**config.mk**
```make
export PLATFORM = sky130hd
export DESIGN_NAME = positional_list_engine_top_flat
export DESIGN_NICKNAME = d
export VERILOG_FILES = /design/src/rtl/ple_pkg.sv /design/src/rtl/ple_req_if.sv /design/src/rtl/ple_rsp_if.sv /design/src/rtl/ple_ram.sv /design/src/rtl/positional_list_engine_top.sv /design/src/flat_wrapper.sv
export SDC_FILE = /design/constraint.sdc
export NUM_CORES = 1
export LEC_CHECK = 0
export BUFFER_PORTS_ARGS = -buffer_cell sky130_fd_sc_hd__buf_4
export CAP_MARGIN = 20
export CELL_PAD_IN_SITES_DETAIL_PLACEMENT = 0
export CELL_PAD_IN_SITES_GLOBAL_PLACEMENT = 1
export CORE_ASPECT_RATIO = 1.5
export CORE_MARGIN = 3
export CORE_UTILIZATION = 48
export DETAILED_ROUTE_END_ITERATION = 8
export PLACE_DENSITY_LB_ADDON = 0.1
export SLEW_MARGIN = 0
export SYNTH_ARGS = -nofsm -noshare
export SYNTH_HDL_FRONTEND = slang
export SYNTH_HIERARCHICAL = 1
export SYNTH_SLANG_ARGS = --single-unit
```
**constraint.sdc**
```tcl
create_clock -name clk -period 4.69 [get_ports clk]
set_input_delay 1.407 -clock clk [delete_from_list [all_inputs] [get_ports clk]]
set_output_delay 1.407 -clock clk [all_outputs]
set_load 0.02 [all_outputs]
```
**src/rtl/ple_pkg.sv**
```systemverilog
// Shared constants, widths and operation codes of the positional list engine.
package ple_pkg;

	// Capacity of the list.
	localparam int LIST_DEPTH = 16;

	// Item and field widths.
	localparam int DATA_W    = 32;
	localparam int POS_W     = 5;
	localparam int CNT_OUT_W = 5;

	// Internal widths that follow from the capacity.
	localparam int IDX_W = (LIST_DEPTH > 1) ? $clog2(LIST_DEPTH) : 1;
	localparam int CNT_W = $clog2(LIST_DEPTH + 1);
	localparam int CMP_W = ((CNT_W > POS_W) ? CNT_W : POS_W) + 1;

	// Requested operation.
	localparam logic FUNC_INSERT = 1'b0;
	localparam logic FUNC_REMOVE = 1'b1;

endpackage

```
**src/rtl/ple_req_if.sv**
```systemverilog
// Request channel: operation, position and value with a valid/ready handshake.
interface ple_req_if;
	logic                               valid;
	logic                               ready;
	logic                               func;
	logic        [ple_pkg::POS_W-1:0]   position;
	logic signed [ple_pkg::DATA_W-1:0]  value;

	modport source (output valid, func, position, value, input ready);
	modport sink   (input valid, func, position, value, output ready);
endinterface

```
**src/rtl/ple_rsp_if.sv**
```systemverilog
// Result channel: list status after each request with a valid/ready handshake.
interface ple_rsp_if;
	logic                                 valid;
	logic                                 ready;
	logic                                 accepted;
	logic        [ple_pkg::CNT_OUT_W-1:0] item_count;
	logic                                 list_empty;
	logic signed [ple_pkg::DATA_W-1:0]    last_item;
	logic signed [ple_pkg::DATA_W-1:0]    total_sum;

	modport source (output valid, accepted, item_count, list_empty, last_item, total_sum,
		input ready);
	modport sink   (input valid, accepted, item_count, list_empty, last_item, total_sum,
		output ready);
endinterface

```
**src/rtl/ple_ram.sv**
```systemverilog
// Generic single-write, single-read RAM with registered read data.
module ple_ram #(
	parameter int WIDTH = 32,
	parameter int DEPTH = 16
) (
	input  logic                                     clk,
	input  logic                                     we,
	input  logic [((DEPTH > 1) ? $clog2(DEPTH) : 1)-1:0] waddr,
	input  logic [WIDTH-1:0]                         wdata,
	input  logic [((DEPTH > 1) ? $clog2(DEPTH) : 1)-1:0] raddr,
	output logic [WIDTH-1:0]                         rdata
);
	logic [WIDTH-1:0] mem [DEPTH];

	always_ff @(posedge clk) begin
		if (we) begin
			mem[waddr] <= wdata;
		end
		rdata <= mem[raddr];
	end
endmodule

```
**src/rtl/positional_list_engine_top.sv**
```systemverilog
// Top level of the positional list engine: sequencer, running sum and item store.
//
// Holds an ordered list of up to LIST_DEPTH signed 32-bit items and takes one
// request at a time: insert a value at a 1-based position or remove the item at
// a position. Items move one place per cycle through the item RAM's single read
// and single write port, so an accepted request passes the shift state and then
// a placement or finishing state before its result is presented; removing the final
// item adds a state that fetches the new last item unless it was the only item,
// and a rejected request goes straight to the result state. The request side is
// not ready while a request is in progress. The result waits in an output
// register until taken, and a new request is taken while it waits; a finished
// request holds until that register frees. The running sum is kept by one shared
// add/subtract unit.
module positional_list_engine_top (
	input  logic         clk,
	input  logic         arst_n,
	ple_req_if.sink      req,
	ple_rsp_if.source    rsp
);
	localparam int IdxW     = ple_pkg::IDX_W;
	localparam int CntW     = ple_pkg::CNT_W;
	localparam int CmpW     = ple_pkg::CMP_W;
	localparam int DataW    = ple_pkg::DATA_W;
	localparam int PosW     = ple_pkg::POS_W;
	localparam int CountOutW = ple_pkg::CNT_OUT_W;

	typedef enum logic [5:0] {
		ST_IDLE  = 6'b000001,
		ST_SHIFT = 6'b000010,
		ST_PLACE = 6'b000100,
		ST_FIN   = 6'b001000,
		ST_LAST  = 6'b010000,
		ST_RESP  = 6'b100000
	} state_t;

	state_t            state_q;
	logic              func_q;
	logic [PosW-1:0]   pos_q;
	logic [DataW-1:0]  val_q;
	logic              acc_q;
	logic [CntW-1:0]   cnt_q;
	logic [DataW-1:0]  sum_q;
	logic [DataW-1:0]  last_q;
	logic [IdxW-1:0]   rd_q;
	logic [CntW-1:0]   rd_left_q;
	logic              pend_q;
	logic              pend_gone_q;
	logic [IdxW-1:0]   pend_addr_q;

	logic                 rsp_valid_q;
	logic                 rsp_acc_q;
	logic [CountOutW-1:0] rsp_cnt_q;
	logic                 rsp_empty_q;
	logic [DataW-1:0]     rsp_last_q;
	logic [DataW-1:0]     rsp_sum_q;

	// RAM ports
	logic             mem_we;
	logic [IdxW-1:0]  mem_waddr;
	logic [DataW-1:0] mem_wdata;
	logic [IdxW-1:0]  mem_raddr;
	logic [DataW-1:0] mem_rdata;

	// Request checks
	logic [CmpW-1:0] pos_ext;
	logic [CmpW-1:0] cnt_ext;
	logic [CmpW-1:0] span;
	logic            ins_ok;
	logic            rem_ok;
	logic            req_ok;
	logic            req_fire;

	// Shared add/subtract unit for the running sum
	logic             alu_sub;
	logic [DataW-1:0] alu_b;
	logic [DataW-1:0] alu_sum;

	logic [CmpW-1:0]  pos_q_ext;
	logic             tail_removed;
	logic             rsp_free;

	ple_ram #(
		.WIDTH (DataW),
		.DEPTH (ple_pkg::LIST_DEPTH)
	) u_ram (
		.clk   (clk),
		.we    (mem_we),
		.waddr (mem_waddr),
		.wdata (mem_wdata),
		.raddr (mem_raddr),
		.rdata (mem_rdata)
	);

	assign req_fire = req.valid && req.ready;
	assign req.ready = (state_q == ST_IDLE);

	assign pos_ext = CmpW'(req.position);
	assign cnt_ext = CmpW'(cnt_q);
	assign span    = cnt_ext - pos_ext + CmpW'(1);
	assign ins_ok  = (pos_ext != '0) && (pos_ext <= cnt_ext + CmpW'(1)) &&
		(cnt_ext < CmpW'(ple_pkg::LIST_DEPTH));
	assign rem_ok  = (cnt_ext != '0) && (pos_ext != '0) && (pos_ext <= cnt_ext);
	assign req_ok  = (req.func == ple_pkg::FUNC_INSERT) ? ins_ok : rem_ok;

	assign pos_q_ext    = CmpW'(pos_q);
	assign tail_removed = (pos_q_ext == cnt_ext);

	// Subtract the removed item while its read returns, add the new item on placement.
	assign alu_sub = (state_q == ST_SHIFT);
	assign alu_b   = alu_sub ? ~mem_rdata : val_q;
	assign alu_sum = sum_q + alu_b + DataW'(alu_sub);

	assign rsp_free = !rsp_valid_q || rsp.ready;

	always_comb begin
		mem_we    = 1'b0;
		mem_waddr = pend_addr_q;
		mem_wdata = mem_rdata;
		mem_raddr = rd_q;
		unique case (state_q)
			ST_SHIFT: begin
				if (pend_q && !pend_gone_q) begin
					mem_we    = 1'b1;
					mem_waddr = (func_q == ple_pkg::FUNC_INSERT) ?
						pend_addr_q + IdxW'(1) : pend_addr_q - IdxW'(1);
				end
			end
			ST_PLACE: begin
				mem_we    = 1'b1;
				mem_waddr = IdxW'(pos_q_ext - CmpW'(1));
				mem_wdata = val_q;
			end
			ST_FIN: begin
				mem_raddr = IdxW'(cnt_ext - CmpW'(2));
			end
			default: begin
			end
		endcase
	end

	always_ff @(posedge clk or negedge arst_n) begin
		if (!arst_n) begin
			state_q     <= ST_IDLE;
			cnt_q       <= '0;
			sum_q       <= '0;
			last_q      <= '0;
			rd_left_q   <= '0;
			pend_q      <= 1'b0;
			pend_gone_q <= 1'b0;
			rsp_valid_q <= 1'b0;
		end else begin
			if (state_q == ST_RESP && rsp_free) begin
				rsp_valid_q <= 1'b1;
			end else if (rsp.ready) begin
				rsp_valid_q <= 1'b0;
			end
			unique case (state_q)
				ST_IDLE: begin
					if (req_fire) begin
						pend_q <= 1'b0;
						if (req_ok) begin
							rd_left_q <= CntW'(span);
							state_q   <= ST_SHIFT;
						end else begin
							state_q <= ST_RESP;
						end
					end
				end
				ST_SHIFT: begin
					if (pend_q && pend_gone_q) begin
						sum_q <= alu_sum;
					end
					if (rd_left_q != '0) begin
						pend_q      <= 1'b1;
						pend_gone_q <= (func_q == ple_pkg::FUNC_REMOVE) &&
							(CmpW'(rd_q) == pos_q_ext - CmpW'(1));
						rd_left_q   <= rd_left_q - CntW'(1);
					end else begin
						pend_q  <= 1'b0;
						state_q <= (func_q == ple_pkg::FUNC_INSERT) ? ST_PLACE : ST_FIN;
					end
				end
				ST_PLACE: begin
					sum_q <= alu_sum;
					cnt_q <= cnt_q + CntW'(1);
					if (pos_q_ext == cnt_ext + CmpW'(1)) begin
						last_q <= val_q;
					end
					state_q <= ST_RESP;
				end
				ST_FIN: begin
					cnt_q <= cnt_q - CntW'(1);
					priority if (!tail_removed) begin
						state_q <= ST_RESP;
					end else if (cnt_q == CntW'(1)) begin
						last_q  <= '0;
						state_q <= ST_RESP;
					end else begin
						state_q <= ST_LAST;
					end
				end
				ST_LAST: begin
					last_q  <= mem_rdata;
					state_q <= ST_RESP;
				end
				ST_RESP: begin
					if (rsp_free) begin
						state_q <= ST_IDLE;
					end
				end
				default: begin
					state_q <= ST_IDLE;
				end
			endcase
		end
	end

	// Request fields, read address walk and result payload
	always_ff @(posedge clk) begin
		if (req_fire) begin
			func_q <= req.func;
			pos_q  <= req.position;
			val_q  <= req.value;
			acc_q  <= req_ok;
			rd_q   <= (req.func == ple_pkg::FUNC_INSERT) ?
				IdxW'(cnt_ext - CmpW'(1)) : IdxW'(pos_ext - CmpW'(1));
		end else if (state_q == ST_SHIFT && rd_left_q != '0) begin
			pend_addr_q <= rd_q;
			rd_q        <= (func_q == ple_pkg::FUNC_INSERT) ? rd_q - IdxW'(1) : rd_q + IdxW'(1);
		end
		if (state_q == ST_RESP && rsp_free) begin
			rsp_acc_q   <= acc_q;
			rsp_cnt_q   <= CountOutW'(cnt_q);
			rsp_empty_q <= (cnt_q == '0);
			rsp_last_q  <= last_q;
			rsp_sum_q   <= sum_q;
		end
	end

	assign rsp.valid      = rsp_valid_q;
	assign rsp.accepted   = rsp_acc_q;
	assign rsp.item_count = rsp_cnt_q;
	assign rsp.list_empty = rsp_empty_q;
	assign rsp.last_item  = rsp_last_q;
	assign rsp.total_sum  = rsp_sum_q;

`ifndef SYNTHESIS
	assert property (@(posedge clk) disable iff (!arst_n)
		cnt_ext <= CmpW'(ple_pkg::LIST_DEPTH))
		else $error("item count exceeds list capacity");

	assert property (@(posedge clk) disable iff (!arst_n)
		(rsp_valid_q && rsp_empty_q) |-> (rsp_last_q == '0) && (rsp_sum_q == '0))
		else $error("empty list reports a nonzero last item or sum");

	assert property (@(posedge clk) disable iff (!arst_n)
		rsp_valid_q |-> (rsp_empty_q == (rsp_cnt_q == '0)))
		else $error("empty flag disagrees with item count");

	assert property (@(posedge clk) disable iff (!arst_n)
		mem_we |-> (state_q == ST_SHIFT || state_q == ST_PLACE))
		else $error("item store written outside a shift or placement");

	assert property (@(posedge clk) disable iff (!arst_n)
		(state_q == ST_RESP && rsp_free) |=> rsp_valid_q && (state_q == ST_IDLE))
		else $error("result not presented after a request finished");
`endif
endmodule

```
**src/flat_wrapper.sv**
```systemverilog
// flat-port wrapper written by rule: the top's interface ports become plain ports
module positional_list_engine_top_flat 
  (clk, arst_n, req_valid, req_func, req_position, req_value, req_ready, rsp_valid, rsp_accepted, rsp_item_count, rsp_list_empty, rsp_last_item, rsp_total_sum, rsp_ready);
  ple_req_if req_i ();
  ple_rsp_if rsp_i ();
  input  logic clk;
  input  logic arst_n;
  input wire logic [$bits(req_i.valid)-1:0] req_valid;
  input wire logic [$bits(req_i.func)-1:0] req_func;
  input wire logic [$bits(req_i.position)-1:0] req_position;
  input wire logic [$bits(req_i.value)-1:0] req_value;
  output wire logic [$bits(req_i.ready)-1:0] req_ready;
  output wire logic [$bits(rsp_i.valid)-1:0] rsp_valid;
  output wire logic [$bits(rsp_i.accepted)-1:0] rsp_accepted;
  output wire logic [$bits(rsp_i.item_count)-1:0] rsp_item_count;
  output wire logic [$bits(rsp_i.list_empty)-1:0] rsp_list_empty;
  output wire logic [$bits(rsp_i.last_item)-1:0] rsp_last_item;
  output wire logic [$bits(rsp_i.total_sum)-1:0] rsp_total_sum;
  input wire logic [$bits(rsp_i.ready)-1:0] rsp_ready;
  assign req_i.valid = req_valid;
  assign req_i.func = req_func;
  assign req_i.position = req_position;
  assign req_i.value = req_value;
  assign req_ready = req_i.ready;
  assign rsp_valid = rsp_i.valid;
  assign rsp_accepted = rsp_i.accepted;
  assign rsp_item_count = rsp_i.item_count;
  assign rsp_list_empty = rsp_i.list_empty;
  assign rsp_last_item = rsp_i.last_item;
  assign rsp_total_sum = rsp_i.total_sum;
  assign rsp_i.ready = rsp_ready;
  positional_list_engine_top u_core (.clk(clk), .arst_n(arst_n), .req(req_i), .rsp(rsp_i));
endmodule
```
---- Word level (Yosys, flattened, before mapping) ----
Memory sizes are Yosys's and may differ from the RTL's. A register that Yosys moved wholly into a read port is not among the register bits.
Index checks and enable logic that the tools add are counted.
word-level totals
  flip-flop bits (word level) ............. 201
  word-level logic and storage cells ...... 130
  memory bits (writable) .................. 512
  output and inout bits ................... 73
  memories kept ........................... 1
  bits of input ports ..................... 42
memory list
  memory            words  bits a word  read ports  clocked after Yosys merged registers in  write ports  line           source
  u_core.u_ram.mem  16     32           1           1                                        1            ple_ram.sv:13  logic [WIDTH-1:0] mem [DEPTH];
operators by class
  muxes and demuxes ....................... 39
  equal/unequal tests ..................... 19
  bitwise logic cells ..................... 2
  order comparisons ....................... 3
  reduce and logical (&&, ||, !) cells .... 31
  add/subtract/negate cells ............... 16
operators with widths
  kind                 number
  $mux 32              6
  $pmux 32 s3          1
  $pmux 32 s2          1
  $mux 6               6
  $add 32x1->32        1
  $add 32x32->32       1
  $mux 4               8
  $not 32->32          1
  $pmux 6 s5           1
  $pmux 5 s2           2
  $sub 4x1->4 const B  4
  $mux 5               3
  $reduce_bool 6->1    2
  $add 5x1->5 const B  2
  $logic_and 1x1->1    10
  $ne 2x2->1 const B   5
  $reduce_bool 2->1    5
  $sub 5x1->5 const B  2
  $add 4x1->4 const B  2
  $mux 1               8
  $ne 2x1->1 const B   4
  $pmux 4 s2           1
  $reduce_and 2->1     4
  $reduce_and 4->1     2
  other kinds (26)     28

---- Longest topological paths before layout ----
  word-level depth ........................ 8
  mapped depth ............................ 16
  gate-level depth less buffers ........... 15

---- Hierarchy ----
Netlist, hierarchy kept.
modules (own cells, without submodules)
  module                      instances  sequential area each (µm²)  area an instance (µm²)  cells an instance
  ple_ram                     1          16015.4                     19835.3                 838
  positional_list_engine_top  1          5621.6                      10785.3                 1078

---- Worst setup path before layout ----
No wires, ideal clock.
  path kind ............................... input to register
  start ................................... input port rsp_ready
  end ..................................... register u_core.rsp_acc_q, in the netlist u_core/rsp.accepted (enable)
  arrival ................................. 4.699 ns
  cell stages on the path ................. 2
  path slack .............................. -0.517 ns
  buffers on the path ..................... 0
  path through ............................ nand2b_1 -> nor2b_1
on the way
  cells in the longest elaborated chain, start to end .. 2
RTL lines
  element               line                               source
  start, declared       flat_wrapper.sv:19                 input wire logic [$bits(rsp_i.ready)-1:0] rsp_ready;
  $logic_or 1x1->1      positional_list_engine_top.sv:113  assign rsp_free = !rsp_valid_q || rsp.ready;
  $logic_and 1x1->1     positional_list_engine_top.sv:231  if (state_q == ST_RESP && rsp_free) begin
  end signal, assigned  positional_list_engine_top.sv:232  rsp_acc_q <= acc_q;
  end, declared         positional_list_engine_top.sv:51   logic rsp_acc_q;
Every way passes these cells.
A chain may end at the register's enable or synchronous reset.

---- Worst setup path in the final report ----
  start ................................... register u_core.state_q[3]
  end ..................................... register u_core.sum_q[16]
on the way
  cells in the longest elaborated chain, start to end .. 6
  elaborated cells on any way between the ends .. 10
RTL lines
  element                 line                                                                  source
  start, declared         positional_list_engine_top.sv:36                                      state_t state_q;
  start signal, assigned  positional_list_engine_top.sv:180                                     state_q <= (func_q == ple_pkg::FUNC_INSERT) ? ST_PLACE : ST_FIN;
  $eq 6x2->1              positional_list_engine_top.sv:109, positional_list_engine_top.sv:157
  $mux 32                 positional_list_engine_top.sv:110                                     assign alu_b = alu_sub ? ~mem_rdata : val_q;
  $add 32x32->32          positional_list_engine_top.sv:111                                     assign alu_sum = sum_q + alu_b + DataW'(alu_sub);
  $add 32x1->32           positional_list_engine_top.sv:111
  $mux 32                 positional_list_engine_top.sv:170                                     if (pend_q && pend_gone_q) begin
  $pmux 32 s2             positional_list_engine_top.sv:157                                     unique case (state_q)
  end signal, assigned    positional_list_engine_top.sv:171                                     sum_q <= alu_sum;
  end signal, assigned    positional_list_engine_top.sv:184                                     sum_q <= alu_sum;
  end, declared           positional_list_engine_top.sv:42                                      logic [DataW-1:0] sum_q;
Parallel ways exist; a longest one is shown, timed or not. The select of a mux whose other input is x is not followed.

==> flow_summary_export.csv <==
group,metric,value,unit
status,run_status,"complete, no violations",
sta,rsz0062_at_grt,"no",
cells_and_area,fill_cells,4958,
route,wl_per_cell,25.17,um
global_route,grt_start_max_net_pins,72,
route,detailedRoute.firstIterationViolations,1530,
floorplan,fp.dieW,212.2,um
sta,timing.fmax,258.9,MHz
clock_network,cts_root_buffer,"sky130_fd_sc_hd__clkbuf_16",
synthesis,synth-edff-count,630,
clock_network,clock_sinks,745,
clock_network,tritoncts,"yes",
hold_path,worst_hold_path_type,"reg -> reg",
critical_path,crit_type,"reg -> reg",
synthesis,synth_area,30620,um^2
power,max-vdd-ir-drop,411.6,uV
cells_and_area,num_antenna_cells,0,
floorplan,initial_utilization,0.4888,
route,drt_antenna_net_count,0,
cells_and_area,layout.nets,2169,
clock_network,clk_pin_slew_worst_paths,0.07,ns
power,seq_power_share,0.448,
cells_and_area,leading_cell_type_in_the_layout_fill_and_taps_excluded,"sky130_fd_sc_hd__edfxtp_1",
critical_path,arrival_time_of_the_worst_setup_path,4.34,ns
clock_network,tritoncts.num_buffers,72,
power,p_sw_frac,0.3192,
cells_and_area,area.growth.synth_to_final,14.52,%
synthesis,postSynthAreaPerCell,15.98,um^2
placement,detailed_placement_wirelength_estimate,45.72,mm
job,drv_cap,0,
route,drc,0,
sta,fin_worst_hold_slack,0.4227,ns
route,route.layer.met1.wl,30.96,mm
sta,tightest_slew,1.041,ns
synthesis,syn_inst,1916,
power,power_frac_comb,0.274,
route,drt_pass1_iterations,5,
clock_network,postcts_setup_bufs,0,
synthesis,postSynthRegisterBits,745,
global_route,number_of_global_route_vias_before_repair,17490,
power,clock_power_share,0.278,
floorplan,die_area,66920,um^2
global_route,gr_overflow_total,0,
route,route.met2.wl,36.72,mm
placement,numPortBuffers,114,
synthesis,yosysSeqAreaShare,0.7066,
critical_path,critPathCaptureType,"flop",
clock_network,worst_skew_pair.late_latency,0.62,ns
synthesis,synth.lib_cells_used.distinct,69,
synthesis,synth_fp_nets,2023,
route,dr_total_vias,17090,
placement,worst_slack_after_detailed_placement,0.8340,ns
floorplan,boundaryPins,115,
clock_network,cts-resized-gates,0,
sta,drv_slew,0,
clock_network,holdBufCountCts,0,
sta,final.min_clock_period,3.863,ns
cells_and_area,final_layout_size_suffix_gt1_frac,0.2088,
floorplan,die_h,315.3,um
synthesis,synth-main-ff-cell,"sky130_fd_sc_hd__edfxtp_1",
sta,post-route-period-util,0.8237,
synthesis,yosysWarnings,6,
critical_path,critPathLaunchType,"flop",
floorplan,core,62640,um^2
route,wl,73.48,mm
power,cellInternalPower,13.87,mW
critical_path,worst_path_max_fanout,7,
sta,timing_hold_violations_final,0,
synthesis,ys_async_sr_fraction,0.1114,
critical_path,critPathRequiredTime,5.17,ns
sta,worst_clock_skew,0.01550,ns
sta,timing.slew.headroom,0.3061,
sta,setup_ws,0.8268,ns
clock_network,clock_tree.buffer_depth,3,
placement,routabilityCongestion,0.8724,
cells_and_area,layout_common_cells,"sky130_fd_sc_hd__edfxtp_1, sky130_fd_sc_hd__nand2_1, sky130_fd_sc_hd__buf_4, sky130_fd_sc_hd__mux4_2, sky130_fd_sc_hd__a22oi_1",
power,leakage_power_total,12.54,nW
global_route,grtUsageTotal,0.2235,
route,post_drt_via_cell_ratio,5.854,
power,pwr_density_cell,581.0,nW/um^2
global_route,grt_antenna_before_repair,0,
clock_network,htreeDepth,3,
power,p_switching,6.502,mW
route,maxUsedRoutingLayer,"met4",
sta,report.final.setup_viol,0,
global_route,grt_first_pass_wirelength,110.7,mm
floorplan,fp-row-count,112,
route,met3_length,3.965,mm
## sequential cells by signal, summed over array words and instances, names as in the netlist, 4 cells and up
register,cells
u_core/u_ram/mem,512
u_core/last_q,32
u_core/rsp.last_item,32
u_core/rsp.total_sum,32
u_core/sum_q,32
u_core/u_ram/rdata,32
u_core/val_q,32
u_core/state_q,6
u_core/cnt_q,5
u_core/pos_q,5
u_core/rd_left_q,5
u_core/rsp.item_count,5
u_core/pend_addr_q,4
u_core/rd_q,4
## metal layers
| metal | up-vias | global-route usage |
|---|---|---|
| li1 | 7728 | - |
| met1 | 8803 | 0.3074 |
| met2 | 453 | 0.3719 |
| met3 | 110 | 0.03434 |
| met4 | 0 | 0.06930 |
| met5 | - | 0 |
## synth_stat cells, drive strengths merged (4+ instances only)
| library cell | n | share of area |
|---|---|---|
| o21bai | 4 | 0.00098 |
| nand2 | 246 | 0.030 |
| a22oi | 98 | 0.024 |
| nand3b | 7 | 0.0017 |
| nand4 | 8 | 0.0016 |
| o211ai | 11 | 0.0029 |
| nor3 | 18 | 0.0029 |
| nand2b | 8 | 0.0016 |
| a211oi | 4 | 0.0011 |
| mux2i | 6 | 0.0020 |
| inv | 32 | 0.0039 |
| nand3 | 18 | 0.0029 |
| fa | 4 | 0.0026 |
| dfrtp | 82 | 0.067 |
| nor4 | 7 | 0.0014 |
| nor2b | 11 | 0.0022 |
| nor3b | 4 | 0.0011 |
| edfxtp | 630 | 0.62 |
| mux4 | 128 | 0.094 |
| o21ai | 98 | 0.016 |
| nor2 | 83 | 0.010 |
| a31oi | 5 | 0.0010 |
| xnor2 | 40 | 0.011 |
| buf | 37 | 0.0064 |
| dfxtp | 32 | 0.021 |
| ha | 61 | 0.025 |
| o221ai | 4 | 0.0011 |
| a21oi | 86 | 0.014 |
| xor2 | 22 | 0.0063 |
| clkbuf | 61 | 0.0075 |
| a21o | 12 | 0.0029 |
## per-stage QoR
stage / total power [mW] / utilization / area (um^2) / instances / setup TNS (ns)
4_1_cts: 20.58 / 0.5598 / 35070 / 2920 / 0
3_5_place_dp: 14.88 / 0.5232 / 32770 / 2786 / 0
6_report: 20.37 / 0.5598 / 35070 / 2920 / 0
3_3_place_gp: 14.78 / 0.5232 / 32770 / 2786 / 0
2_1_floorplan: 12.95 / - / 30630 / 1916 / -3.990
5_1_grt: 21.43 / 0.5598 / 35070 / 2920 / 0
## layout make-up
type | count | area, um^2 | share of cell area
repair buffers | 170 | 1389 | 0.03960
clock buffers | 95 | 1929 | 0.05502
multi-input cells | 1040 | 8626 | 0.2460
clock inverters | 39 | 364.1 | 0.01038
flip-flops and latches | 745 | 21640 | 0.6170
well taps | 798 | 998.5 | 0.02847
inverters | 33 | 123.9 | 0.003532
## power by group through the flow
stage,Clock (mW),Combinational (mW),Sequential (mW)
after CTS,5.82,5.64,9.12
after floorplan,0,3.93,9.02
after detailed placement,0,5.63,9.26
after global routing,6.05,6.18,9.19
after global placement,0,5.53,9.25
final,5.67,5.58,9.13
## critical path: stages (launching register included)
cell and delay [ns]:
sky130_fd_sc_hd__dfrtp_1 0.42, sky130_fd_sc_hd__or4_4 0.57, sky130_fd_sc_hd__nor3b_2 0.54, sky130_fd_sc_hd__a21oi_1 0.22, sky130_fd_sc_hd__fa_1 0.46, sky130_fd_sc_hd__nor2b_1 0.17, sky130_fd_sc_hd__o211ai_1 0.15, sky130_fd_sc_hd__a211o_1 0.33
sky130_fd_sc_hd__nand3_1 0.24, sky130_fd_sc_hd__nor2_1 0.12, sky130_fd_sc_hd__o21ai_0 0.25, sky130_fd_sc_hd__xnor2_1 0.14, sky130_fd_sc_hd__o21ai_0 0.09
## kinds of logic (layout without fill, tap and decap cells)
kind of cell,count (synthesis),after routing,synth area share
flops,745,745,0.7066
simple gates,427,427,0.06056
compound gates,351,351,0.07318
mux,135,135,0.09647
buf+inv,131,337,0.01790
fa+ha+maj,65,65,0.02754
xor+xnor,62,62,0.01773
## path summary, 6_finish.rpt
kind / start / end / slack, ns / cells past startpoint
hold / removal: u_core/acc_q$_DFFE_PP_ / u_core/rsp.accepted$_DFFE_PP_ / 0.42 / 0
setup / recovery: u_core/state_q[3]$_DFFE_PN0P_ / u_core/sum_q[16]$_DFFE_PN0P_ / 0.83 / 12
hold reg to reg: u_core/acc_q$_DFFE_PP_ / u_core/rsp.accepted$_DFFE_PP_ / 0.42 / 0
max in group asynchronous: arst_n / u_core/sum_q[23]$_DFFE_PN0P_ / 3.09 / 2
min in group asynchronous: arst_n / u_core/rd_left_q[1]$_DFFE_PN0P_ / 0.78 / 1
setup reg to reg: u_core/state_q[3]$_DFFE_PN0P_ / u_core/sum_q[16]$_DFFE_PN0P_ / 0.83 / 12
No activity file was read; power rests on OpenSTA's default activity.
